--- src/hdl/stk_pkg.sv ---
package stk_pkg;

    localparam int LEXEME_MAX = 32;
    localparam int LEN_W      = $clog2(LEXEME_MAX + 1);
    localparam int ADDR_W     = $clog2(LEXEME_MAX);

    typedef enum logic [3:0] {
        K_BINOP  = 4'd0,
        K_EQ     = 4'd1,
        K_IDENT  = 4'd2,
        K_NUMBER = 4'd3,
        K_SEMI   = 4'd4,
        K_TERM   = 4'd5,
        K_LPAREN = 4'd6,
        K_RPAREN = 4'd7,
        K_PRINT  = 4'd8,
        K_IS     = 4'd9,
        K_CMP    = 4'd10,
        K_STRING = 4'd11,
        K_TIMES  = 4'd12,
        K_DEF    = 4'd13
    } token_kind_t;

    typedef struct packed {
        logic [3:0]  token_kind;
        logic [7:0]  lexeme_char;
        logic        char_valid;
        logic        last;
        logic [15:0] line_number;
        logic [15:0] column_count;
        logic        truncated;
    } result_t;

    localparam logic [7:0] CH_NEWLINE = 8'h0A;
    localparam logic [7:0] CH_QUOTE   = 8'h22;
    localparam logic [7:0] CH_SEMI    = 8'h3B;
    localparam logic [7:0] CH_EQUAL   = 8'h3D;
    localparam logic [7:0] CH_PLUS    = 8'h2B;
    localparam logic [7:0] CH_MINUS   = 8'h2D;
    localparam logic [7:0] CH_STAR    = 8'h2A;
    localparam logic [7:0] CH_SLASH   = 8'h2F;
    localparam logic [7:0] CH_LPAREN  = 8'h28;
    localparam logic [7:0] CH_RPAREN  = 8'h29;
    localparam logic [7:0] CH_UNDER   = 8'h5F;
    localparam logic [7:0] CH_GT      = 8'h3E;

    // Keywords, tracked as one prefix-match flag each.
    localparam int         KW_COUNT = 4;
    localparam logic [1:0] KW_PRINT = 2'd0;
    localparam logic [1:0] KW_IS    = 2'd1;
    localparam logic [1:0] KW_TIMES = 2'd2;
    localparam logic [1:0] KW_DEF   = 2'd3;

    function automatic logic is_letter(input logic [7:0] c);
        is_letter = (c >= 8'h61 && c <= 8'h7A) || (c >= 8'h41 && c <= 8'h5A);
    endfunction

    function automatic logic is_digit(input logic [7:0] c);
        is_digit = (c >= 8'h30 && c <= 8'h39);
    endfunction

    function automatic logic [2:0] kw_len(input logic [1:0] k);
        case (k)
            KW_PRINT: kw_len = 3'd2;
            KW_IS:    kw_len = 3'd2;
            KW_TIMES: kw_len = 3'd5;
            KW_DEF:   kw_len = 3'd3;
            default:  kw_len = 3'd0;
        endcase
    endfunction

    // Byte i of the result holds character i of the keyword.
    function automatic logic [63:0] kw_text(input logic [1:0] k);
        case (k)
            KW_PRINT: kw_text = 64'h3E3E;
            KW_IS:    kw_text = 64'h7369;
            KW_TIMES: kw_text = 64'h73656D6974;
            KW_DEF:   kw_text = 64'h666564;
            default:  kw_text = 64'h0;
        endcase
    endfunction

    function automatic logic kw_hit(input logic [1:0] k, input logic [LEN_W-1:0] pos,
                                    input logic [7:0] c);
        logic [63:0] txt;
        txt    = kw_text(k);
        kw_hit = (pos < LEN_W'(kw_len(k))) && (txt[{pos[2:0], 3'b000} +: 8] == c);
    endfunction

endpackage

--- src/hdl/stk_in_if.sv ---
interface stk_in_if;
    logic       valid;
    logic       ready;
    logic [7:0] ch;
    logic       end_of_input;

    modport source (output valid, output ch, output end_of_input, input ready);
    modport sink   (input valid, input ch, input end_of_input, output ready);
endinterface

--- src/hdl/stk_out_if.sv ---
interface stk_out_if;
    logic        valid;
    logic        ready;
    logic [3:0]  token_kind;
    logic [7:0]  lexeme_char;
    logic        char_valid;
    logic        last;
    logic [15:0] line_number;
    logic [15:0] column_count;
    logic        truncated;

    modport source (output valid, output token_kind, output lexeme_char, output char_valid,
                    output last, output line_number, output column_count,
                    output truncated, input ready);
    modport sink   (input valid, input token_kind, input lexeme_char, input char_valid,
                    input last, input line_number, input column_count,
                    input truncated, output ready);
endinterface

--- src/hdl/source_tokenizer.sv ---
// Streaming scanner: one source byte, or an end-of-input mark, per item on src;
// tokens leave on res as runs of lexeme characters with kind, line and column,
// or as one item with char_valid low for tokens without a lexeme.
// An item is taken only while the block is idle. An item that finishes a
// token is followed by one output item per lexeme character (or one item
// for a token without lexeme); when the byte is scanned again after the
// token, that scan may emit a token of its own.
// The lexeme memory has one read port and one write port; the character run
// is read from it one entry per cycle while res accepts, and goes through
// the single output register.
// src.ready is high only while no token is being emitted.
// Reset clears the scan state: line 1, column 0, no lexeme, not ended. The
// lexeme memory needs no clearing, since only written entries are read.
// When res stalls, the output register holds its item and the block waits;
// src.ready stays low until the token's last item is loaded and any rescan
// is done. After the end mark every further item on src is accepted and dropped.
module source_tokenizer (
    input  logic      clk,
    input  logic      rst_n,
    stk_in_if.sink    src,
    stk_out_if.source res
);

    localparam int LEN_W  = stk_pkg::LEN_W;
    localparam int ADDR_W = stk_pkg::ADDR_W;

    typedef enum logic [2:0] {M_START, M_ID, M_NUM, M_STR, M_EQ} mode_t;
    typedef enum logic [1:0] {S_IDLE, S_LEX, S_ONE, S_REPROC} state_t;

    state_t                         state_reg, state_next;
    mode_t                          mode_reg, mode_next;
    logic [LEN_W-1:0]               len_reg, len_next;
    logic                           ovf_reg, ovf_next;
    logic [15:0]                    line_reg, line_next;
    logic [15:0]                    col_reg, col_next;
    logic                           ended_reg, ended_next;
    logic [stk_pkg::KW_COUNT-1:0]   kw_reg, kw_next;
    logic [LEN_W-1:0]               emit_len_reg, emit_len_next;
    logic [LEN_W-1:0]               idx_reg, idx_next;
    logic                           trunc_reg, trunc_next;
    logic [3:0]                     kind_reg, kind_next;
    logic [3:0]                     one_kind_reg, one_kind_next;
    logic [7:0]                     one_char_reg, one_char_next;
    logic                           one_cv_reg, one_cv_next;
    logic                           one_trunc_reg, one_trunc_next;
    logic                           reproc_reg, reproc_next;
    logic [7:0]                     held_ch_reg, held_ch_next;
    logic                           held_end_reg, held_end_next;

    logic [7:0]        lex_mem [stk_pkg::LEXEME_MAX];
    logic [7:0]        rd_data_reg;
    logic [ADDR_W-1:0] rd_addr;
    logic              wr_en;
    logic [ADDR_W-1:0] wr_addr;

    logic              acc;
    logic              out_free;
    logic              load;
    stk_pkg::result_t  item;

    logic              sp_run;
    logic              put_en;
    logic              emit_en;
    logic              emit_lex;
    logic [3:0]        emit_kind;
    logic              reproc_set;
    logic [7:0]        cur_c;
    logic              cur_end;
    logic [3:0]        id_kind;
    logic [LEN_W-1:0]  idx_inc;
    logic              lex_last;

    assign acc       = src.valid && src.ready;
    assign src.ready = (state_reg == S_IDLE);

    assign cur_c   = (state_reg == S_REPROC) ? held_ch_reg : src.ch;
    assign cur_end = (state_reg == S_REPROC) ? held_end_reg : src.end_of_input;

    assign idx_inc  = idx_reg + LEN_W'(1);
    assign lex_last = (idx_inc == emit_len_reg);

    // Keyword flags only count when the whole lexeme has the keyword's length.
    always_comb
    begin
        id_kind = stk_pkg::K_IDENT;
        if (!ovf_reg)
        begin
            if (kw_reg[stk_pkg::KW_PRINT] &&
                len_reg == LEN_W'(stk_pkg::kw_len(stk_pkg::KW_PRINT)))
                id_kind = stk_pkg::K_PRINT;
            else if (kw_reg[stk_pkg::KW_IS] &&
                     len_reg == LEN_W'(stk_pkg::kw_len(stk_pkg::KW_IS)))
                id_kind = stk_pkg::K_IS;
            else if (kw_reg[stk_pkg::KW_TIMES] &&
                     len_reg == LEN_W'(stk_pkg::kw_len(stk_pkg::KW_TIMES)))
                id_kind = stk_pkg::K_TIMES;
            else if (kw_reg[stk_pkg::KW_DEF] &&
                     len_reg == LEN_W'(stk_pkg::kw_len(stk_pkg::KW_DEF)))
                id_kind = stk_pkg::K_DEF;
        end
    end

    always_comb
    begin
        state_next     = state_reg;
        mode_next      = mode_reg;
        len_next       = len_reg;
        ovf_next       = ovf_reg;
        line_next      = line_reg;
        col_next       = col_reg;
        ended_next     = ended_reg;
        kw_next        = kw_reg;
        emit_len_next  = emit_len_reg;
        idx_next       = idx_reg;
        trunc_next     = trunc_reg;
        kind_next      = kind_reg;
        one_kind_next  = one_kind_reg;
        one_char_next  = one_char_reg;
        one_cv_next    = one_cv_reg;
        one_trunc_next = one_trunc_reg;
        reproc_next    = reproc_reg;
        held_ch_next   = held_ch_reg;
        held_end_next  = held_end_reg;

        sp_run     = 1'b0;
        put_en     = 1'b0;
        emit_en    = 1'b0;
        emit_lex   = 1'b0;
        emit_kind  = stk_pkg::K_EQ;
        reproc_set = 1'b0;
        load       = 1'b0;
        wr_en      = 1'b0;
        wr_addr    = len_reg[ADDR_W-1:0];
        rd_addr    = '0;

        item.token_kind   = one_kind_reg;
        item.lexeme_char  = one_char_reg;
        item.char_valid   = one_cv_reg;
        item.last         = 1'b1;
        item.line_number  = line_reg;
        item.column_count = col_reg;
        item.truncated    = one_trunc_reg;

        case (state_reg)
            S_IDLE:
            begin
                if (acc && !ended_reg)
                begin
                    if (col_reg != 16'hFFFF)
                        col_next = col_reg + 16'd1;
                    held_ch_next  = src.ch;
                    held_end_next = src.end_of_input;
                    if (!src.end_of_input && src.ch == stk_pkg::CH_NEWLINE)
                    begin
                        if (line_reg != 16'hFFFF)
                            line_next = line_reg + 16'd1;
                    end
                    else
                    begin
                        case (mode_reg)
                            M_ID:
                            begin
                                if (!src.end_of_input &&
                                    (stk_pkg::is_letter(src.ch) || src.ch == stk_pkg::CH_GT))
                                    put_en = 1'b1;
                                else
                                begin
                                    emit_en    = 1'b1;
                                    emit_lex   = 1'b1;
                                    emit_kind  = id_kind;
                                    reproc_set = 1'b1;
                                end
                            end
                            M_NUM:
                            begin
                                if (!src.end_of_input && stk_pkg::is_digit(src.ch))
                                    put_en = 1'b1;
                                else
                                begin
                                    emit_en    = 1'b1;
                                    emit_lex   = 1'b1;
                                    emit_kind  = stk_pkg::K_NUMBER;
                                    reproc_set = 1'b1;
                                end
                            end
                            M_STR:
                            begin
                                if (src.end_of_input)
                                begin
                                    emit_en    = 1'b1;
                                    emit_lex   = 1'b1;
                                    emit_kind  = stk_pkg::K_STRING;
                                    reproc_set = 1'b1;
                                end
                                else if (src.ch == stk_pkg::CH_QUOTE)
                                begin
                                    emit_en   = 1'b1;
                                    emit_lex  = 1'b1;
                                    emit_kind = stk_pkg::K_STRING;
                                end
                                else
                                    put_en = 1'b1;
                            end
                            M_EQ:
                            begin
                                // The second '=' joins the lexeme, then "==" leaves.
                                if (!src.end_of_input && src.ch == stk_pkg::CH_EQUAL)
                                begin
                                    put_en    = 1'b1;
                                    emit_en   = 1'b1;
                                    emit_lex  = 1'b1;
                                    emit_kind = stk_pkg::K_CMP;
                                end
                                else
                                begin
                                    emit_en    = 1'b1;
                                    emit_kind  = stk_pkg::K_EQ;
                                    reproc_set = 1'b1;
                                end
                            end
                            default:
                                sp_run = 1'b1;
                        endcase
                    end
                end
            end
            S_LEX:
            begin
                rd_addr = idx_reg[ADDR_W-1:0];
                if (out_free)
                begin
                    load              = 1'b1;
                    item.token_kind   = kind_reg;
                    item.lexeme_char  = rd_data_reg;
                    item.char_valid   = 1'b1;
                    item.last         = lex_last;
                    item.truncated    = trunc_reg;
                    idx_next          = idx_inc;
                    rd_addr           = idx_inc[ADDR_W-1:0];
                    if (lex_last)
                        state_next = reproc_reg ? S_REPROC : S_IDLE;
                end
            end
            S_ONE:
            begin
                if (out_free)
                begin
                    load       = 1'b1;
                    state_next = reproc_reg ? S_REPROC : S_IDLE;
                end
            end
            S_REPROC:
            begin
                sp_run      = 1'b1;
                reproc_next = 1'b0;
                state_next  = S_IDLE;
            end
            default:
                state_next = S_IDLE;
        endcase

        // Start-mode scan: the lexeme is empty here, so tokens that end at
        // once carry at most the current byte.
        if (sp_run)
        begin
            mode_next = M_START;
            if (cur_end)
            begin
                one_kind_next  = stk_pkg::K_TERM;
                one_char_next  = 8'h00;
                one_cv_next    = 1'b0;
                one_trunc_next = 1'b0;
                ended_next     = 1'b1;
                state_next     = S_ONE;
            end
            else if (cur_c == stk_pkg::CH_QUOTE)
                mode_next = M_STR;
            else if (cur_c == stk_pkg::CH_SEMI)
            begin
                one_kind_next  = stk_pkg::K_SEMI;
                one_char_next  = 8'h00;
                one_cv_next    = 1'b0;
                one_trunc_next = 1'b0;
                state_next     = S_ONE;
            end
            else if (stk_pkg::is_letter(cur_c) || cur_c == stk_pkg::CH_UNDER ||
                     cur_c == stk_pkg::CH_GT)
            begin
                put_en    = 1'b1;
                mode_next = M_ID;
            end
            else if (cur_c == stk_pkg::CH_EQUAL)
            begin
                put_en    = 1'b1;
                mode_next = M_EQ;
            end
            else if (stk_pkg::is_digit(cur_c))
            begin
                put_en    = 1'b1;
                mode_next = M_NUM;
            end
            else if (cur_c == stk_pkg::CH_PLUS || cur_c == stk_pkg::CH_MINUS ||
                     cur_c == stk_pkg::CH_STAR || cur_c == stk_pkg::CH_SLASH ||
                     cur_c == stk_pkg::CH_LPAREN || cur_c == stk_pkg::CH_RPAREN)
            begin
                if (cur_c == stk_pkg::CH_LPAREN)
                    one_kind_next = stk_pkg::K_LPAREN;
                else if (cur_c == stk_pkg::CH_RPAREN)
                    one_kind_next = stk_pkg::K_RPAREN;
                else
                    one_kind_next = stk_pkg::K_BINOP;
                one_char_next  = cur_c;
                one_cv_next    = 1'b1;
                one_trunc_next = 1'b0;
                state_next     = S_ONE;
            end
        end

        if (put_en)
        begin
            if (len_reg < LEN_W'(stk_pkg::LEXEME_MAX))
            begin
                wr_en    = 1'b1;
                len_next = len_reg + LEN_W'(1);
            end
            else
                ovf_next = 1'b1;
            for (int k = 0; k < stk_pkg::KW_COUNT; k++)
                kw_next[k] = stk_pkg::kw_hit(2'(k), len_reg, cur_c) &&
                             (len_reg == '0 || kw_reg[k]);
        end

        if (emit_en)
        begin
            if (emit_lex && len_next != '0)
            begin
                state_next    = S_LEX;
                emit_len_next = len_next;
                idx_next      = '0;
                kind_next     = emit_kind;
                trunc_next    = ovf_reg;
            end
            else
            begin
                state_next     = S_ONE;
                one_kind_next  = emit_kind;
                one_char_next  = 8'h00;
                one_cv_next    = 1'b0;
                one_trunc_next = emit_lex && ovf_reg;
            end
            reproc_next = reproc_set;
            len_next    = '0;
            ovf_next    = 1'b0;
            mode_next   = M_START;
        end
    end

    always_ff @(posedge clk)
    begin
        if (wr_en)
            lex_mem[wr_addr] <= cur_c;
        rd_data_reg <= lex_mem[rd_addr];
    end

    always_ff @(posedge clk or negedge rst_n)
    begin
        if (!rst_n)
        begin
            state_reg     <= S_IDLE;
            mode_reg      <= M_START;
            len_reg       <= '0;
            ovf_reg       <= 1'b0;
            line_reg      <= 16'd1;
            col_reg       <= 16'd0;
            ended_reg     <= 1'b0;
            kw_reg        <= '0;
            emit_len_reg  <= '0;
            idx_reg       <= '0;
            trunc_reg     <= 1'b0;
            kind_reg      <= '0;
            one_kind_reg  <= '0;
            one_char_reg  <= '0;
            one_cv_reg    <= 1'b0;
            one_trunc_reg <= 1'b0;
            reproc_reg    <= 1'b0;
            held_ch_reg   <= '0;
            held_end_reg  <= 1'b0;
        end
        else
        begin
            state_reg     <= state_next;
            mode_reg      <= mode_next;
            len_reg       <= len_next;
            ovf_reg       <= ovf_next;
            line_reg      <= line_next;
            col_reg       <= col_next;
            ended_reg     <= ended_next;
            kw_reg        <= kw_next;
            emit_len_reg  <= emit_len_next;
            idx_reg       <= idx_next;
            trunc_reg     <= trunc_next;
            kind_reg      <= kind_next;
            one_kind_reg  <= one_kind_next;
            one_char_reg  <= one_char_next;
            one_cv_reg    <= one_cv_next;
            one_trunc_reg <= one_trunc_next;
            reproc_reg    <= reproc_next;
            held_ch_reg   <= held_ch_next;
            held_end_reg  <= held_end_next;
        end
    end

    stk_out_stage u_out (
        .clk   (clk),
        .rst_n (rst_n),
        .load  (load),
        .item  (item),
        .free  (out_free),
        .res   (res)
    );

    assert property (@(posedge clk) disable iff (!rst_n)
        len_reg <= LEN_W'(stk_pkg::LEXEME_MAX))
        else $error("lexeme length beyond the store");

    assert property (@(posedge clk) disable iff (!rst_n)
        ovf_reg |-> len_reg == LEN_W'(stk_pkg::LEXEME_MAX))
        else $error("overflow flagged while the store is not full");

    assert property (@(posedge clk) disable iff (!rst_n)
        mode_reg == M_START |-> len_reg == '0)
        else $error("characters held while between tokens");

    assert property (@(posedge clk) disable iff (!rst_n)
        state_reg == S_LEX |-> emit_len_reg != '0 && idx_reg < emit_len_reg)
        else $error("lexeme read index outside the token");

    assert property (@(posedge clk) disable iff (!rst_n)
        ended_reg |=> ended_reg)
        else $error("end of input was forgotten");

endmodule

--- src/hdl/stk_out_stage.sv ---
module stk_out_stage (
    input  logic             clk,
    input  logic             rst_n,
    input  logic             load,
    input  stk_pkg::result_t item,
    output logic             free,
    stk_out_if.source        res
);

    logic             valid_reg;
    stk_pkg::result_t item_reg;

    assign free = !valid_reg || res.ready;

    always_ff @(posedge clk or negedge rst_n)
    begin
        if (!rst_n)
        begin
            valid_reg <= 1'b0;
            item_reg  <= '0;
        end
        else if (load)
        begin
            valid_reg <= 1'b1;
            item_reg  <= item;
        end
        else if (res.ready)
        begin
            valid_reg <= 1'b0;
        end
    end

    assign res.valid        = valid_reg;
    assign res.token_kind   = item_reg.token_kind;
    assign res.lexeme_char  = item_reg.lexeme_char;
    assign res.char_valid   = item_reg.char_valid;
    assign res.last         = item_reg.last;
    assign res.line_number  = item_reg.line_number;
    assign res.column_count = item_reg.column_count;
    assign res.truncated    = item_reg.truncated;

endmodule
--- src/flat_wrapper.sv ---
// flat-port wrapper written by rule: the top's interface ports become plain ports
module source_tokenizer_flat 
  (clk, rst_n, src_valid, src_ch, src_end_of_input, src_ready, res_valid, res_token_kind, res_lexeme_char, res_char_valid, res_last, res_line_number, res_column_count, res_truncated, res_ready);
  stk_in_if src_i ();
  stk_out_if res_i ();
  input  logic clk;
  input  logic rst_n;
  input wire logic [$bits(src_i.valid)-1:0] src_valid;
  input wire logic [$bits(src_i.ch)-1:0] src_ch;
  input wire logic [$bits(src_i.end_of_input)-1:0] src_end_of_input;
  output wire logic [$bits(src_i.ready)-1:0] src_ready;
  output wire logic [$bits(res_i.valid)-1:0] res_valid;
  output wire logic [$bits(res_i.token_kind)-1:0] res_token_kind;
  output wire logic [$bits(res_i.lexeme_char)-1:0] res_lexeme_char;
  output wire logic [$bits(res_i.char_valid)-1:0] res_char_valid;
  output wire logic [$bits(res_i.last)-1:0] res_last;
  output wire logic [$bits(res_i.line_number)-1:0] res_line_number;
  output wire logic [$bits(res_i.column_count)-1:0] res_column_count;
  output wire logic [$bits(res_i.truncated)-1:0] res_truncated;
  input wire logic [$bits(res_i.ready)-1:0] res_ready;
  assign src_i.valid = src_valid;
  assign src_i.ch = src_ch;
  assign src_i.end_of_input = src_end_of_input;
  assign src_ready = src_i.ready;
  assign res_valid = res_i.valid;
  assign res_token_kind = res_i.token_kind;
  assign res_lexeme_char = res_i.lexeme_char;
  assign res_char_valid = res_i.char_valid;
  assign res_last = res_i.last;
  assign res_line_number = res_i.line_number;
  assign res_column_count = res_i.column_count;
  assign res_truncated = res_i.truncated;
  assign res_i.ready = res_ready;
  source_tokenizer u_core (.clk(clk), .rst_n(rst_n), .src(src_i), .res(res_i));
endmodule
--- config.mk ---
export PLATFORM = sky130hd
export DESIGN_NAME = source_tokenizer_flat
export DESIGN_NICKNAME = d
export VERILOG_FILES = /design/src/hdl/stk_pkg.sv /design/src/hdl/stk_in_if.sv /design/src/hdl/stk_out_if.sv /design/src/hdl/source_tokenizer.sv /design/src/hdl/stk_out_stage.sv /design/src/flat_wrapper.sv
export SDC_FILE = /design/constraint.sdc
export NUM_CORES = 1
export LEC_CHECK = 0
export BUFFER_PORTS_ARGS = -buffer_cell sky130_fd_sc_hd__buf_2
export CORE_MARGIN = 2
export CORE_UTILIZATION = 55
export CTS_CLUSTER_DIAMETER = 40
export DETAILED_ROUTE_END_ITERATION = 10
export PLACE_DENSITY = 0.75
export SETUP_SLACK_MARGIN = 0.05
export SKIP_CTS_REPAIR_TIMING = 1
export SLEW_MARGIN = 5
export SYNTH_ARGS = -nofsm -noshare
export SYNTH_HDL_FRONTEND = slang
export SYNTH_HIERARCHICAL = 1
export SYNTH_SLANG_ARGS = --single-unit
export TNS_END_PERCENT = 30
--- constraint.sdc ---
create_clock -name clk -period 3.8 [get_ports clk]
set_input_delay 0.38 -clock clk [delete_from_list [all_inputs] [get_ports clk]]
set_output_delay 0.38 -clock clk [all_outputs]
set_load 0.02 [all_outputs]
==> results of run 1 <==
==> layer usage <==
layer,track usage,part of all wire,vias to the layer above,routed length [um]
li1,-,-,5906,-
met1,0.361,0.41,6324,18300
met2,0.417,0.48,591,21100
met3,0.0411,0.083,83,3680
met4,0.0775,0.024,0,1040
met5,0,0,-,0
==> final cells by class <==
type / instances / area, um^2 / area share
sequential: 402 / 11300 / 0.537
clock inverter: 33 / 303 / 0.0144
tap: 442 / 553 / 0.0263
clock buffer: 60 / 1380 / 0.0657
inverter: 26 / 97.6 / 0.00464
timing repair buffer: 146 / 987 / 0.0469
multi-input combinational: 1037 / 6410 / 0.305
==> cell usage after synthesis, types with 11 or more instances <==
cell type and instances:
nand4_1 11, nand3_1 93, mux2_2 49, a31oi_1 23
mux2_4 19, and3_1 48, a21o_1 13, ha_1 14
edfxtp_1 256, a21oi_1 38, nand2_1 340, xnor2_1 27
a311oi_1 49, inv_1 22, a211oi_1 11, nand2b_1 11
nor3_1 14, o21ai_0 29, xor2_1 21, clkbuf_1 65
dfrtp_1 137, nor2_1 78
==> worst max-delay path by stage <==
stage / slack, ns / to / startpoint
2_1_floorplan: 0.25 / u_core/lex_mem[10][0] / u_core/state_reg[0]
3_3_place_gp: -0.04 / u_core/lex_mem[29][6] / u_core/state_reg[0]
3_5_place_dp: -0.16 / u_core/lex_mem[29][7] / u_core/state_reg[0]
4_1_cts: -0.20 / u_core/lex_mem[29][7] / u_core/state_reg[0]
5_1_grt: 0.06 / u_core/kind_reg[3] / u_core/state_reg[0]
6_report: 0.20 / u_core/lex_mem[29][7] / u_core/state_reg[0]
==> worst max-delay path, delay by kind of cell (launching register included) <==
kind	cells	cell delay [ns]
flops	1	0.41
buf+inv	2	0.36
fa+ha+maj	1	0.24
simple gates	5	1.67
compound gates	3	0.63
==> per-stage QoR <==
step                      std cells  worst slack (ns)  cell area [um^2]
after floorplan                1557             0.254             18200
after global placement         2053           -0.0385             19300
after detailed placement       2053            -0.159             19300
after CTS                      2146            -0.202             21000
after global routing           2146            0.0639             21000
final                          2146             0.199             21000
==> cells by family after synthesis <==
logic type      count (synthesis)
flops                         402
compound gates                232
xor+xnor                       48
fa+ha+maj                      14
buf+inv                       118
simple gates                  661
mux                            82
==> power by group <==
group / internal [W] / total [W] / switching [W]
Clock: 0.00278 / 0.00468 / 0.00190
Combinational: 0.00171 / 0.00473 / 0.00302
Sequential: 0.00503 / 0.00533 / 0.000290
==> results by group, run 1 <==
Status
  • Status: finished with violations
  • Failing checks: negative hold slack

Worst setup path
  • Reg2reg start: u_core/state_reg[0]
  • Worst path max stage delay: 0.56 ns
  • R2r setup slk: 0.20 ns
  • CP Launch Type: register
  • Crit. End Element: register
  • Worst Path Required: 4.06 ns
  • Cell count of the worst reg-to-reg path: 11
  • Kind of critical path: register to register
  • CP max-delay cell: or4b_4
  • Worst EP arrival: 3.86 ns
  • Max FO, Critical Path: 30
  • Cell Chain, Critical Path: ha_1, buf_12, or4b_4, a21oi_2, nor3b_4, a2111oi_4, o21ai_0, nor2b_4, nand2_2, nor2_1, buf_4
  • RR Endpoint: u_core/lex_mem[29][7]

Timing
  • Rel. slew slack: 0.224
  • Worst hold margin: -0.0475 ns
  • Final Cycle Share: 0.948
  • Final slew viol count: 0
  • RSZ-0062 raised after global routing: false
  • Final min period: 3.60 ns
  • Worst slew pin tran: 1.16 ns
  • Clock skew: 0.0156 ns
  • Final Hold Fails: 28
  • Setup TNS: 0 ns
  • # setup viols final: 0
  • Fmax: 278 MHz

Yosys
  • Syn_nets: 1,584
  • Dominant synthesized flop cell: edfxtp_1
  • Cell taking the most area after synthesis: edfxtp_1
  • Area contributors post-synth: edfxtp_1, dfrtp_1, nand2_1, mux2_2, nand3_1
  • Adder-Cell Fraction of Synth Area: 0.00964
  • Mapped Area: 0.0182 mm^2
  • Simple-gate portion of the synthesized area: 0.167
  • Top-area cell type share of the netlist area: 0.423
  • Syn Area/Cell: 11.7 um^2
  • Post-Synth XOR/XNOR Area: 0.0231
  • Post-synthesis mux area share: 0.0544
  • Seq/Total Area, Yosys: 0.622
  • Synthesized flop and latch total: 402
  • Compound-Gate Fraction of Synth Area: 0.0955
  • Yosys cell types: 95
  • Synth warnings: 6
  • EDFF count, synth: 256
  • FFs w/ async S/R, synth: 0.343
  • Synth Instances: 1,557
  • Main combinational cell family by area after synthesis: simple AND/OR/NAND/NOR gates

Power and ir drop
  • Power Total: 0.0147 W
  • P_leak: 8.41 nW
  • Maximum VDD drop: 0.456 mV
  • PD cells: 701 mW/mm^2

Placement
  • GPL Wtd Cong: 0.930
  • Detail Placement HPWL: 28,600 um
  • Buffers on Ports: 61

Job
  • Max Cap Viol: 0

CTS
  • CTS tree: done
  • CTS clk-pin slew, worst paths: 0.06 ns
  • Clock buffer depth: 3
  • Worst-Skew Late Latency: 0.57 ns
  • Clock Tree Root: clkbuf_16
  • Max H-tree Level: 2
  • CTS sink count: 402
  • Clock buffer count from CTS: 50

Global route
  • First-pass GRT wire length: 68,300 um
  • Largest net degree at the start of global routing: 116
  • Vias in the first global route: 12,453
  • Total GRT Usage: 0.258
  • Initial antenna violation count: 0
  • GRT Residual Overflow: 0

Cells and area
  • Max FFs per register: 256
  • Most frequent cells in the layout: nand2_1, edfxtp_1, dfrtp_1
  • Most common cell after layout, fill and taps aside: nand2_1
  • Ant. Diodes: 0
  • Layout cells sized above 1: 0.202
  • Final core utilization: 0.646
  • Most flop-heavy register: u_core/lex_mem
  • Final nets: 1,690
  • Fillcell total: 2,465
  • Area Overhead vs Synth: 15.7%

Floorplan
  • Die Area: 0.0345 mm^2
  • Starting density of the core: 0.559
  • Die height: 186 um
  • Top Ports: 62
  • Rows: 66
  • Core area: 0.0325 mm^2
  • Chip Width: 186 um

Route
  • Routed wire length: 44,200 um
  • WL per Instance: 20.6 um
  • DRC viols: 0
  • Initial DRT Pass Iterations: 6
  • Vias per cell: 6.01
  • First DRT Iteration DRCs: 1,330
  • DR vias: 12,904
  • Post-detailed-route count of antenna-violating nets: 0

Hold path
  • Hold WC Path Type: input port to async pin
(Power assumes the default switching activity.)
==> inputs of run 2 (changes only) <==
Settings changed: PLACE_DENSITY 0.75 to 0.72.
Clock period 3.8 ns to 3.6 ns, I/O delays scaled along.
==> run 2 against run 1 <==
Via count decreased by 0.92%; highest routed layer is now met5; register-to-register slack got worse by 0.03 ns; critical endpoint is now u_core/state_reg[0]; first-iteration DRC count decreased by 4.9%; global-route usage increased by 0.41 points; sequential share of layout area decreased by 0.24 points; the flow still finishes with violations (negative hold slack).
==> results by group, run 2 (same netlist as run 1, synthesis figures left out) <==
Timing
  • Rel. slew slack: 0.201
  • Final min period: 3.43 ns
  • # setup viols final: 0
  • Final slew viol count: 0
  • Worst slew pin tran: 1.19 ns
  • RSZ-0062 raised after global routing: false
  • Fmax: 292 MHz
  • Clock skew: 0.0195 ns
  • Worst hold margin: -0.0707 ns
  • Final Hold Fails: 102
  • Final Cycle Share: 0.952

Cells and area
  • Most common cell after layout, fill and taps aside: nand2_1
  • Final nets: 1,686
  • Area Overhead vs Synth: 16.2%
  • Layout cells sized above 1: 0.208
  • Most flop-heavy register: u_core/lex_mem
  • Fillcell total: 2,474
  • Ant. Diodes: 0
  • Most frequent cells in the layout: nand2_1, edfxtp_1, dfrtp_1
  • Max FFs per register: 256

Power and ir drop
  • Sw Ratio: 0.350
  • P_leak: 8.35 nW
  • Maximum VDD drop: 0.743 mV
  • Internal power: 0.0101 W
  • Clock power share: 0.312
  • Seq pwr share: 0.361
  • Gate power share: 0.327
  • Power Total: 0.0156 W
  • Psw: 0.00546 W
  • PD cells: 738 mW/mm^2

Placement
  • GPL Wtd Cong: 0.914
  • Detail Placement HPWL: 28,400 um
  • Buffers on Ports: 61

Route
  • DRC viols: 0
  • WL per Instance: 20.8 um
  • Vias per cell: 5.97
  • DR vias: 12,785
  • Initial DRT Pass Iterations: 8
  • First DRT Iteration DRCs: 1,265
  • Post-detailed-route count of antenna-violating nets: 0
  • Routed wire length: 44,500 um

Floorplan
  • Die Area: 0.0345 mm^2
  • Core area: 0.0325 mm^2
  • Chip Width: 186 um
  • Rows: 66
  • Die height: 186 um
  • Top Ports: 62
  • Starting density of the core: 0.559

Worst setup path
  • Crit. End Element: register
  • Kind of critical path: register to register
  • Delay-heaviest family, CP: simple AND/OR/NAND/NOR gates
  • Reg2reg start: u_core/state_reg[1]
  • Worst setup path startpoint: u_core/state_reg[1]
  • Worst path max stage delay: 0.55 ns
  • RR Endpoint: u_core/state_reg[0]
  • CP Buf/Inv Count: 4
  • Cell count of the worst reg-to-reg path: 13
  • Cell Chain, Critical Path: ha_2, buf_12, or4b_4, buf_4, a21o_1, or3b_4, nand3_1, o2111ai_2, a211oi_4, a21oi_4, buf_12, buf_4, a31o_1
  • R2r setup slk: 0.17 ns
  • Max FO, Critical Path: 27
  • CP max-delay cell: or4b_4
  • Worst EP arrival: 3.87 ns
  • CP Launch Type: register
  • Critical path endpoint: u_core/state_reg[0]
  • Worst Path Required: 4.04 ns
  • Total stage count of the critical path: 13

CTS
  • CTS clk-pin slew, worst paths: 0.06 ns
  • CTS sink count: 402
  • Clock buffer depth: 3
  • Clock buffer count from CTS: 47
  • Max H-tree Level: 2
  • Worst-Skew Late Latency: 0.56 ns
  • CTS tree: done
  • Clock Tree Root: clkbuf_16

Status
  • Status: finished with violations
  • Failing checks: negative hold slack

Global route
  • Vias in the first global route: 12,451
  • GRT Residual Overflow: 0
  • Total GRT Usage: 0.262
  • Initial antenna violation count: 2
  • First-pass GRT wire length: 69,100 um
  • Largest net degree at the start of global routing: 105

Hold path
  • Hold WC Path Type: input port to async pin

Job
  • Max Cap Viol: 0
==> run 2: how the worst min path moves through the flow <==
| stage | startpoint | end | slack [ns] | cells past startpoint |
|---|---|---|---|---|
| 2_1_floorplan | rst_n | u_core/col_reg[0] | 0.06 | 0 |
| 3_3_place_gp | u_core/ended_reg | u_core/ended_reg | 0.46 | 1 |
| 3_5_place_dp | u_core/ended_reg | u_core/ended_reg | 0.47 | 1 |
| 4_1_cts | rst_n | u_core/one_char_reg[5] | -0.04 | 1 |
| 5_1_grt | rst_n | u_core/u_out/res.column_count[7] | 0.01 | 1 |
| 6_report | rst_n | u_core/u_out/res.column_count[6] | -0.07 | 1 |
==> run 2: power groups by stage <==
stage	Clock, W	Combinational [W]	Sequential [W]
2_1_floorplan	0	0.00335	0.00568
3_3_place_gp	0	0.00493	0.00569
3_5_place_dp	0	0.00500	0.00570
4_1_cts	0.00492	0.00504	0.00562
5_1_grt	0.00511	0.00551	0.00566
6_report	0.00486	0.00510	0.00562
==> run 2: layout make-up <==
type,instances,area (um^2),area share
sequential,402,11300,0.535
multi-input combinational,1037,6530,0.309
clock buffer,59,1260,0.0597
timing repair buffer,145,1030,0.0489
tap,442,553,0.0262
clock inverter,29,349,0.0165
inverter,26,97.6,0.00462
==> run 2: stage by stage <==
step | utilization | setup TNS [ns] | instance area (um^2) | std cells | worst slack [ns]
2_1_floorplan | - | 0 | 18200 | 1557 | 0.0538
3_3_place_gp | 0.594 | -5.52 | 19300 | 2049 | -0.0711
3_5_place_dp | 0.594 | -21.51 | 19300 | 2049 | -0.167
4_1_cts | 0.644 | -35.23 | 20900 | 2137 | -0.268
5_1_grt | 0.649 | 0 | 21100 | 2140 | 0.0643
6_report | 0.649 | 0 | 21100 | 2140 | 0.172
==> run 2: routing by layer <==
layer / track usage / up-vias / part of all wire
met2: 0.427 / 538 / 0.48
met4: 0.0806 / 2 / 0.027
met3: 0.0397 / 87 / 0.070
li1: - / 5906 / -
met1: 0.365 / 6252 / 0.42
met5: 0 / - / 0.00029
==> inputs of run 3 (changes only) <==
Settings changed: RECOVER_POWER from default to 100.
==> run 3 against run 2 <==
The run ends with max-capacitance violations, max-slew violations left; maximum frequency decreased by 1.0%; first-iteration DRC count increased by 6.0%; design area decreased by 1.4%; total power decreased by 0.78%; flip-flop and latch count unchanged; combinational power decreased by 2%; sequential power about the same; critical path type unchanged.
==> results by group, run 3 (same netlist as run 1, synthesis figures left out) <==
Status
  • Status: finished with violations
  • Failing checks: max-capacitance violations, max-slew violations

Cells and area
  • Most common cell after layout, fill and taps aside: nand2_1
  • Final core utilization: 0.640
  • Area Overhead vs Synth: 14.6%
  • Ant. Diodes: 0
  • Max FFs per register: 256
  • Most flop-heavy register: u_core/lex_mem
  • Fillcell total: 2,550
  • Layout cells sized above 1: 0.149
  • Final nets: 1,686
  • Most frequent cells in the layout: nand2_1, edfxtp_1, dfrtp_1

Global route
  • Initial antenna violation count: 2
  • First-pass GRT wire length: 69,100 um
  • GRT Residual Overflow: 0
  • Largest net degree at the start of global routing: 105
  • Vias in the first global route: 12,451
  • Total GRT Usage: 0.262

Floorplan
  • Die height: 186 um
  • Core area: 0.0325 mm^2
  • Top Ports: 62
  • Rows: 66
  • Die Area: 0.0345 mm^2
  • Starting density of the core: 0.559
  • Chip Width: 186 um

Worst setup path
  • Critical path endpoint: u_core/lex_mem[18][4]
  • CP Buf/Inv Count: 2
  • Cell count of the worst reg-to-reg path: 11
  • R2r setup slk: 0.14 ns
  • Cell Chain, Critical Path: ha_2, buf_12, or4b_1, a21oi_2, nor3b_4, a2111oi_4, o21ai_1, nor2b_4, nand2_1, buf_4, nor2_2
  • CP Launch Type: register
  • Worst Path Required: 3.80 ns
  • Kind of critical path: register to register
  • RR Endpoint: u_core/lex_mem[18][4]
  • Worst EP arrival: 3.67 ns
  • CP max-delay cell: or4b_1
  • Total stage count of the critical path: 11
  • Max FO, Critical Path: 27
  • Reg2reg start: u_core/state_reg[0]
  • Crit. End Element: register
  • Delay-heaviest family, CP: simple AND/OR/NAND/NOR gates
  • Worst path max stage delay: 0.57 ns
  • Worst setup path startpoint: u_core/state_reg[0]

CTS
  • CTS tree: done
  • CTS sink count: 402
  • Clock buffer count from CTS: 47
  • Worst-Skew Late Latency: 0.56 ns
  • Clock Tree Root: clkbuf_16
  • Max H-tree Level: 2
  • CTS clk-pin slew, worst paths: 0.06 ns
  • Clock buffer depth: 3

Timing
  • Final Hold Fails: 0
  • Rel. slew slack: -0.749
  • Final slew viol count: 274
  • Clock skew: 0.0221 ns
  • RSZ-0062 raised after global routing: false
  • Fmax: 289 MHz
  • # setup viols final: 0
  • Worst slew pin tran: 2.62 ns
  • Final Cycle Share: 0.962
  • Final min period: 3.46 ns
  • Slack of the critical path: 0.136 ns

Job
  • Max Cap Viol: 6

Route
  • Initial DRT Pass Iterations: 6
  • Post-detailed-route count of antenna-violating nets: 0
  • DR vias: 12,787
  • Vias per cell: 5.98
  • DRC viols: 0
  • First DRT Iteration DRCs: 1,341
  • Routed wire length: 44,400 um
  • WL per Instance: 20.7 um

Power and ir drop
  • Maximum VDD drop: 0.719 mV
  • P_leak: 8.05 nW
  • PD cells: 742 mW/mm^2

Hold path
  • Hold WC Path Type: input port to register

Placement
  • GPL Wtd Cong: 0.914
  • Detail Placement HPWL: 28,400 um
  • Worst slack at placement: -0.167 ns
  • Buffers on Ports: 61
==> run 3: changes by cell type in the layout (fill, tap and decap cells not counted), sizes merged <==
cell / previous run / this run
buf: 145 / 67
clkbuf: 59 / 137
clkinv: 12 / 13
inv: 32 / 31
==> run 3: layout make-up <==
| class | instances | area [um^2] | area share |
|---|---|---|---|
| tap | 442 | 553 | 0.0265 |
| clock buffer | 59 | 1260 | 0.0605 |
| timing repair buffer | 145 | 877 | 0.0421 |
| sequential | 402 | 11300 | 0.542 |
| inverter | 26 | 97.6 | 0.00468 |
| clock inverter | 29 | 349 | 0.0168 |
| multi-input combinational | 1037 | 6400 | 0.307 |
==> run 3: worst min-delay path by stage <==
stage / startpoint / end / cells past startpoint
finish: src_ch[5] / u_core/held_ch_reg[5] / 3
global placement: u_core/ended_reg / u_core/ended_reg / 1
floorplan: rst_n / u_core/col_reg[0] / 0
global route: src_ch[6] / u_core/held_ch_reg[6] / 3
detailed placement: u_core/ended_reg / u_core/ended_reg / 1
CTS: rst_n / u_core/one_char_reg[5] / 1
==> run 3: worst min-delay path, delay by kind of cell <==
kind / cells / cell delay (ns)
buffers and inverters: 1 / 0.15
and+or+nand+nor: 2 / 0.11
==> run 3: layer usage <==
metal	global-route usage	part of all wire	vias up
met4	0.0806	0.026	2
met3	0.0397	0.070	86
met1	0.365	0.42	6288
li1	-	-	5900
met2	0.427	0.48	511
met5	0	0.00029	-
==> run 3: report_power, final <==
part | internal, W | switching (W) | leakage, nW | total, W
clock network | 0.00294 | 0.00191 | 0.770 | 0.00485
logic | 0.00177 | 0.00321 | 3.10 | 0.00498
registers | 0.00532 | 0.000304 | 4.18 | 0.00562
==> run 3: stage by stage <==
| stage | instances | total power (W) | area, um^2 | hold WS [ns] | TNS [ns] |
|---|---|---|---|---|---|
| CTS | 2137 | 0.0156 | 20900 | -0.0432 | -35.23 |
| global placement | 2049 | 0.0106 | 19300 | 0.458 | -5.52 |
| detailed placement | 2049 | 0.0107 | 19300 | 0.468 | -21.51 |
| finish | 2140 | 0.0155 | 20800 | 0.0982 | 0 |
| floorplan | 1557 | 0.00904 | 18200 | 0.0644 | 0 |
| global route | 2140 | 0.0162 | 20800 | 0.102 | 0 |
